## src/sv/ssdp_pkg.sv

```systemverilog
`default_nettype none
// ============================================================================
// ssdp_pkg
// Shared widths, register indexes and defaults for the stencil dot product.
// ============================================================================
package ssdp_pkg;

    localparam int MAX_TAPS_DEF = 5;

    localparam int SAMPLE_W = 16;
    localparam int COEF_W   = 18;
    localparam int PROD_W   = SAMPLE_W + COEF_W;
    localparam int ACC_W    = PROD_W + 3;
    localparam int FRAC_W   = 12;
    localparam int OUT_W    = 24;
    localparam int TAPS_W   = 3;
    localparam int ROWS_W   = 16;
    localparam int SEEN_W   = 17;

    localparam int CFG_IDX_W  = 3;
    localparam int CFG_DATA_W = 18;

    // register indexes on the configuration port
    localparam logic [CFG_IDX_W-1:0] CFG_TAPS  = 3'd0;
    localparam logic [CFG_IDX_W-1:0] CFG_ROWS  = 3'd1;
    localparam logic [CFG_IDX_W-1:0] CFG_COEF0 = 3'd2;

    localparam logic [TAPS_W-1:0] TAPS_RST = 3'd5;
    localparam logic [ROWS_W-1:0] ROWS_RST = 16'd16;
    localparam logic [SEEN_W-1:0] SEEN_MAX = {SEEN_W{1'b1}};

endpackage
`default_nettype wire

```

## src/sv/ssdp_tap_cell.sv

```systemverilog
`default_nettype none
// ============================================================================
// ssdp_tap_cell
// One tap: holds one window sample, passes it on, registers coef x sample.
// ============================================================================
module ssdp_tap_cell (
    input  wire logic                                i_clk,
    input  wire logic                                i_rst_n,
    input  wire logic                                i_accept,
    input  wire logic signed [ssdp_pkg::SAMPLE_W-1:0] i_sample,
    input  wire logic signed [ssdp_pkg::COEF_W-1:0]   i_coef,
    output logic signed      [ssdp_pkg::SAMPLE_W-1:0] o_sample,
    output logic signed      [ssdp_pkg::PROD_W-1:0]   o_prod
);

    logic signed [ssdp_pkg::SAMPLE_W-1:0] r_hold;
    logic signed [ssdp_pkg::PROD_W-1:0]   r_prod;

    always_ff @(posedge i_clk) begin
        if (!i_rst_n) begin
            r_hold <= '0;
            r_prod <= '0;
        end else if (i_accept) begin
            r_hold <= i_sample;
            r_prod <= i_coef * i_sample;
        end
    end

    assign o_sample = r_hold;
    assign o_prod   = r_prod;

endmodule
`default_nettype wire

```

## config.mk

```make
export PLATFORM = sky130hd
export DESIGN_NAME = ssdp_tap_cell
export DESIGN_NICKNAME = d
export VERILOG_FILES = /design/src/sv/ssdp_pkg.sv /design/src/sv/ssdp_tap_cell.sv
export SDC_FILE = /design/constraint.sdc
export NUM_CORES = 1
export LEC_CHECK = 0
export BUFFER_PORTS_ARGS = -buffer_cell sky130_fd_sc_hd__buf_2
export CORE_MARGIN = 4
export CORE_UTILIZATION = 35
export DETAILED_ROUTE_END_ITERATION = 10
export HOLD_SLACK_MARGIN = 0.15
export PLACE_DENSITY = 0.57
export SLEW_MARGIN = 15
export SYNTH_ARGS = -nofsm -noshare
export SYNTH_HDL_FRONTEND = slang
export SYNTH_SLANG_ARGS = --single-unit
```

## constraint.sdc

```tcl
create_clock -name i_clk -period 6.6 [get_ports i_clk]
set_clock_uncertainty 0.05 [all_clocks]
set_input_delay 0.99 -clock i_clk [delete_from_list [all_inputs] [get_ports i_clk]]
set_output_delay 0.99 -clock i_clk [all_outputs]
set_load 0.05 [all_outputs]
```

* Yosys cells after proc, flatten, opt, wreduce, memory -nomap -nowiden
Index checks and enable logic that the tools add are counted.
** Storage, ports and cells
- Flip-flop bits (word level) :: 50
- Bits of input ports :: 37
- Word-level logic and storage cells :: 3
** Cells by class
- $mul :: 1
** Operators with widths (number)
- multiplier 18 x 16 -> 34 bit :: 1

* Longest topological paths before layout
Gate-level depths: netlist of run 1.
- Word-level depth :: 1
- Depth in mapped cells :: 24
- Gate-level depth less buffers :: 22

* Least setup slack after synthesis of run 1
Ideal clock, no wire load.
- Kind :: input to register
- Start :: input i_sample[7] (netlist bit)
- End :: register r_prod (netlist bit o_prod[31])
- Setup time :: 122 ps
- Arrival time :: 6463 ps
- Required time :: 6428 ps
- Slack :: -35 ps
- Cell stages on the path :: 20
- Buffers on the path :: 2
- Cell sequence :: clkbuf_1 > clkbuf_1 > nand2_1 > fa_1 > inv_1 > fa_1 > fa_1 > fa_1 > fa_1 > inv_1 > fa_1 > inv_1 > ha_1 > a21oi_1 > o21ai_0 > a21o_1 > a311o_1 > o21a_1 > o211a_1 > a221o_1
** On the way
- Longest elaborated chain between the ends :: 1
** RTL lines
- from (decl) :: line ssdp_tap_cell.sv:10 : input wire logic signed [ssdp_pkg::SAMPLE_W-1:0] i_sample,
- multiplier 18 x 16 -> 34 bit :: line ssdp_tap_cell.sv:25 : r_prod <= i_coef * i_sample;
- to (signal assigned) :: line ssdp_tap_cell.sv:25
- to (decl) :: line ssdp_tap_cell.sv:17 : logic signed [ssdp_pkg::PROD_W-1:0] r_prod;
Every way passes these cells.
A chain may end at the register's enable or synchronous reset.

* Final worst setup path of run 1
- Start :: input i_sample[7] (netlist bit)
- End :: register r_prod (netlist bit o_prod[32])
Same word-level chain as after synthesis.

==> results.md, run 1 <==
Placed design:
- Summed over all nets, the half-perimeter wirelength after detailed placement is 30900 um.
- The number of buffer cells added on primary ports is 86.
- The congestion estimate from routability-driven global placement came to 0.849.

Floorplan:
- Pin placement for this block handled 87 I/O pins.
- The area of the core region is 35700 sq um.
- Measured along the x axis, the die boundary spans 199 um.
- The site row count is 69.
- The die covers 39400 sq um.
- The vertical extent of the die is 199 um.
- The initial utilization of the core area, before any placement, comes to 35.6%.

Yosys:
- Synthesis handed over a netlist of 1414 instances.
- The most used flip-flop cell after synthesis is dfxtp_1.
- Yosys printed 0 warnings.
- After synthesis, the netlist uses 51 different library cells.
- Ranked by total cell area, the synthesized netlist is headed by fa_1 46%, inv_1 10%, ha_1 8.5%.
- The top cell type's share of synthesized area is 45.7%.
- For this run, asynchronously set or reset flops after synthesis account for 0%.
- The net count of the mapped netlist is 1827.
- The sequential area share after synthesis is 7.88%.
- The total of flip-flops plus latches after synthesis is 50.
- The post-synthesis instance area is 12700 sq um.
- The largest total area in the synthesized netlist belongs to fa_1.
- Counting flops with a built-in enable in the synthesized netlist gives 0.
- After synthesis, the mean cell area works out to 8.99 sq um.

STA:
- The number of max-slew violations in the final report was 0.
- Setup violations remaining at the end of the flow were counted as 0.
- The final hold slack is 0.411 ns.
- The tightest slew margin relative to the limit is 44.8%.
- After layout, the minimum clock period comes to 6.40 ns.
- The final number of hold-violating endpoints is 0.
- The final critical path takes up 97.0% of the cycle.
- The timing-limited maximum frequency is 156 MHz.
- At the pin with the least slew margin, the transition time is 0.827 ns.

Detailed routing:
- The number of vias per cell is 4.82.
- In the routed design, unresolved DRC markers number 0.
- The first-pass iteration count of the detailed router is 5.
- Wires add up to 35100 um.
- Summing over every cut layer, the via total after detailed routing is 9798.
- The remaining antenna violation count after routing is 0.
- In the final routed layout, each cell accounts on average for 17.3 um.
- The number of violations reported at the end of detailed-routing iteration 0 is 502.

Finish:
- The filler cells instantiated in the layout total 3592.
- The antenna diode count is 0.
- For this run, the post-layout net count is 1983.
- The layout overhead on the synthesized area is 16.0%.
- The proportion of layout cells with a drive suffix above 1 is 15.0%.

Critical path:
- The worst setup path is captured at a flop.
- The category of the worst setup path launch point is an input port.
- The data arrival at the endpoint of the critical path is 6.56 ns.
- At the worst endpoint, the required time is 6.76 ns.
- Of all nets on the critical path, the largest fanout is 9.
- The worst setup path category is in -> reg.

CTS:
- The total CTS buffers is 5.
- The tree built by TritonCTS fans out to 50 sinks.
- In this run the deepest clock path goes through 2 buffers.
- The latest clock arrival within the worst-skew pair is 0.30 ns.
- The clock tree from TritonCTS is yes.
- The clock transition time at the flip-flop clock pins of the worst setup and hold paths is 0.07 ns.
- The H-tree generated during clock tree synthesis spans 2 levels.
- The root buffer selected by CTS is clkbuf_16.

Global routing:
- The number of global-route vias before repair is 10400.
- For this run the aggregate overflow at the end of global routing stands at 0.
- The first-pass GRT wire length is 57900 um.
- The combined global-route utilization of all metal layers is 18.6%.
- The number of antenna violations at the first check in global routing came to 0.
- Entering global routing, the biggest net connects 48 pins.

Hold path:
- The path type of the worst min-delay path is reg -> reg.

Status:
- The flow ran to the end, and the final reports show no timing, DRC or antenna violations.

Job:
- Max-cap violations in this run came to 0.
## final timing paths
kind               start         end  slack, ns  cells past startpoint
max          i_sample[7]  o_prod[32]       0.20                     19
max reg2reg   o_prod[31]  o_prod[31]       5.81                      1
min reg2reg   o_prod[27]  o_prod[27]       0.41                      2
min           o_prod[27]  o_prod[27]       0.41                      2
## state kept, by name (all words and copies together), names as in the netlist
register / flops
o_sample: 16
o_prod: 34
## through the flow
stage          utilization (%)  instance area [sq um]  cells  setup slack [ns]  setup TNS, ns
2_1_floorplan                -                  12700   1414           0.00213              0
3_3_place_gp              40.5                  14500   2021            -0.306          -2.86
3_5_place_dp              40.5                  14500   2021            -0.312          -2.76
4_1_cts                   41.1                  14600   2029             0.105              0
5_1_grt                   41.3                  14700   2032           -0.0113        -0.0113
6_report                  41.3                  14700   2032             0.201              0
## timing repair
| item | in CTS | in global routing |
|---|---|---|
| setup buffers | 0 | 3 |
| cloned | 0 | 0 |
| resized for setup | 2 | 24 |
| hold buffers | 0 | 0 |
| pin swaps | 0 | 4 |
| setup endpoints to repair | 3 | 15 |
## worst max-delay path: stages
cell and delay [ns]:
clkbuf_4 0.24, buf_12 0.16, nand2_1 0.07, fa_1 0.54
inv_1 0.06, fa_1 0.49, fa_1 0.62, fa_1 0.45
fa_1 0.52, fa_1 0.43, ha_1 0.32, buf_4 0.15
and4_1 0.22, buf_4 0.12, nand4_1 0.19, a211oi_4 0.34
o211ai_2 0.15, a2111o_1 0.38, o211ai_1 0.10
## cell usage after synthesis (8+ instances only)
cell type  instances
inv_1            341
fa_1             290
nand2_1          172
and2_1           126
ha_1              86
clkbuf_1          56
dfxtp_1           50
nor2_1            44
a21oi_1           30
o21ai_0           27
mux2i_1           26
nand3_1           17
xnor2_1           16
a21o_1            12
nor3_1            12
a211oi_1           9
nand2b_1           9
o211ai_1           8
xor2_1             8
## routing by layer
layer  GRT usage (%)  up-vias  routed length, um
met4            4.51        0                835
met5               0        -                  0
met2            29.1      252              15800
met3            2.29       27               1820
met1            27.6     4995              16600
li1                -     4524                  -
## cell families (layout without fill, tap and decap cells)
group,count (synthesis),count (layout),synth area share (%)
AO/OA/AOI/OAI,128,128,6.72
XOR/XNOR,24,24,1.65
multiplexers,26,26,2.05
flip-flops,50,50,7.88
AND/OR/NAND/NOR,408,408,15.7
buffers and inverters,402,559,11.9
adder cells (fa/ha/maj),376,376,54.2
## final cells by class
class / count / area (sq um) / area share, %
inverter: 342 / 1280 / 8.71
clock buffer: 6 / 139 / 0.943
timing repair buffer: 209 / 1430 / 9.71
tap: 461 / 577 / 3.91
multi-input combinational: 962 / 10300 / 69.7
sequential: 50 / 1000 / 6.79
clock inverter: 2 / 38.8 / 0.263
## cells in the final DEF (no fill, tap or decap), types with 4 or more instances in the layout
master / n
xnor2_1: 16
buf_12: 5
a21o_1: 12
and2_1: 125
a21boi_0: 7
clkbuf_16: 5
a211oi_1: 7
ha_1: 85
nor2b_1: 4
mux2i_1: 26
nand3_1: 17
buf_2: 80
a2111o_1: 4
nand3b_1: 5
dfxtp_1: 50
nand2_1: 171
nor2_1: 44
and3_1: 4
a21oi_1: 28
o211ai_1: 8
nor3_1: 12
buf_4: 118
nand2b_1: 9
fa_1: 287
o21a_1: 7
xor2_1: 8
inv_1: 341
o21ai_0: 23
o21ai_1: 5
clkbuf_4: 6
Power of run 1 is not shown: default switching activity piles up to over one toggle a cycle in this logic, so the estimate is an artifact.
==> run 2, diff against run 1 <==
--- a/config.mk
+++ b/config.mk
@@ -6,9 +6,9 @@
 export NUM_CORES = 1
 export LEC_CHECK = 0
 export BUFFER_PORTS_ARGS = -buffer_cell sky130_fd_sc_hd__buf_2
-export CORE_MARGIN = 4
 export CORE_UTILIZATION = 35
 export DETAILED_ROUTE_END_ITERATION = 10
+export GPL_ROUTABILITY_DRIVEN = 0
 export HOLD_SLACK_MARGIN = 0.15
 export PLACE_DENSITY = 0.57
 export SLEW_MARGIN = 15
==> results.md, run 2 (synthesis gave the netlist of run 1 again) <==
Status:
- The flow ran to the end, but the final reports show violations.
- The final reports fail on DRC.

Detailed routing:
- The number of vias per cell is 4.74.
- Dividing the detail-routed wire length by the instance count gives 16.7 um.
- The number of violations reported at the end of detailed-routing iteration 0 is 427.
- The DRC violation count after routing is 8.
- After detailed routing, the total wire length is 33900 um.
- The pre-antenna-repair detailed-routing pass consisted of 10 iterations.
- The routed via count is 9625.
- The remaining antenna violation count after routing is 0.

Critical path:
- For the worst setup path, the data arrival time is 6.52 ns.
- The worst setup path is captured at a flop.
- The category of the worst setup path launch point is an input port.
- The top fanout value on the critical path is 16.
- The required time of the critical path is 6.74 ns.
- The critical path in this run is classified as in -> reg.

CTS:
- The tree is rooted in a clkbuf_16.
- The clock tree from TritonCTS is yes.
- After clock tree synthesis, the clock-pin slew on the worst setup and hold paths is 0.07 ns.
- For this design, the CTS-stage hold fixing added 0 buffers.
- The count of buffers added by post-CTS timing repair for setup is 0.
- For the worst-skew pair, the clock arrives at the later sink with an insertion delay of 0.30 ns.
- The number of resized instances in the post-cts repair step is 0.
- CTS built an H-tree with a depth of 2.
- The number of clock sinks seen by CTS is 50.
- Counting along the longest clock path gives a buffer depth of 2.
- Counting the buffers created by CTS gives 5.

Floorplan:
- The starting utilization of the core area is 35.6%.
- Row generation in the floorplan step produced 69 rows.
- The floorplan die area is 37100 sq um.
- The vertical extent of the die is 193 um.
- For this design the top-level I/O count stands at 87.
- In this run the horizontal extent of the chip is 193 um.
- The core region is 35700 sq um.

STA:
- The final number of hold-violating endpoints is 0.
- The worst path uses 96.8% of the clock period.
- Setup violations remaining at the end of the flow were counted as 0.
- The slew at the pin closest to its max-slew limit is 0.784 ns.
- Setup repair after global routing left no endpoint under its margin.
- The number of max-slew violations in the final report is 0.
- The tightest slew margin relative to the limit is 47.7%.
- The minimum period implied by the final worst setup slack is 6.39 ns.
- The timing-limited maximum frequency is 157 MHz.

Finish:
- In the layout the commonest cells are 341 x inv_1, 287 x fa_1, 171 x nand2_1.
- Of the cells placed in the final design, the portion with a size suffix greater than 1 is 14.5%.
- The register with the most flip-flops in the layout has 34 of them.
- The number of nets in the final layout is 1980.
- Summing all non-filler instances in the final layout gives an area of 14600 sq um.
- Relative to the synthesized area, the layout overhead comes to 15.3%.
- The library cell used most frequently in the layout, excluding fill and tap cells, is inv_1.
- The layout filler cell count is 3592.

Global routing:
- The number of antenna violations at the first check in global routing is 1.
- After global routing the overflow that remains totals 0.
- The number of global-route vias before repair is 10200.
- The first-pass GRT wire length is 57100 um.
- Global routing used 19.8% of the available tracks across all layers.
- The largest net degree at the start of global routing is 48.

Placed design:
- Input and output buffers added on the ports amount to 86.
- The area of placed instances is 14400 sq um.
- The detailed placer's ending HPWL is 30000 um.

Hold path:
- The tightest min-delay check is of the reg -> reg type.

Job:
- Max-cap violations in this run came to 0.
==> run 2: final timing paths <==
kind,from,end,slack [ns],depth (start not counted)
max,i_sample[1],o_prod[31],0.21,21
min,o_prod[22],o_prod[22],0.43,2
max reg2reg,o_prod[25],o_prod[25],5.80,2
min reg2reg,o_prod[22],o_prod[22],0.43,2
==> run 2: cell type report <==
cell class                 instances  area, sq um  area share, %
antenna                            2         5.00         0.0342
clock buffer                       5          125          0.854
clock inverter                     3         47.5          0.325
inverter                         342         1280           8.76
multi-input combinational        962        10200           69.8
sequential                        50         1000           6.83
tap                              461          577           3.94
timing repair buffer             206         1380           9.43
==> run 2: routing by layer <==
| layer | GRT usage, % | up-vias | part of all wire [%] |
|---|---|---|---|
| met5 | 0 | - | 0 |
| met4 | 2.88 | 0 | 1.2 |
| met3 | 0.891 | 27 | 3.1 |
| met2 | 31.6 | 169 | 47 |
| met1 | 30.2 | 4900 | 49 |
| li1 | - | 4529 | - |
==> run 2: stage by stage <==
| stage | instances | utilization [%] | worst slack, ns | setup TNS (ns) | hold WS (ns) |
|---|---|---|---|---|---|
| after CTS | 2029 | 41.0 | 0.0801 | 0 | 0.421 |
| after global placement | 2021 | 40.5 | -0.239 | -1.96 | 0.390 |
| final | 2031 | 41.1 | 0.214 | 0 | 0.426 |
| after detailed placement | 2021 | 40.5 | -0.183 | -1.14 | 0.399 |
| after global routing | 2029 | 41.1 | 0.0110 | 0 | 0.445 |
| after floorplan | 1414 | - | 0.00213 | 0 | 0.620 |
==> run 2: critical path, cell delays in order <==
cell and delay [ns]:
clkbuf_4 0.21, nand2_1 0.11, inv_1 0.08, fa_1 0.53, inv_1 0.06, fa_1 0.53, inv_1 0.05, fa_1 0.50
inv_1 0.06, fa_1 0.44, inv_1 0.10, fa_1 0.44, fa_1 0.46, ha_1 0.31, a21o_1 0.20, a31o_1 0.21
a21o_1 0.18, a311o_1 0.36, o21a_1 0.20, o211a_1 0.23, a221o_1 0.25
Power of run 2 is left out for the same reason.
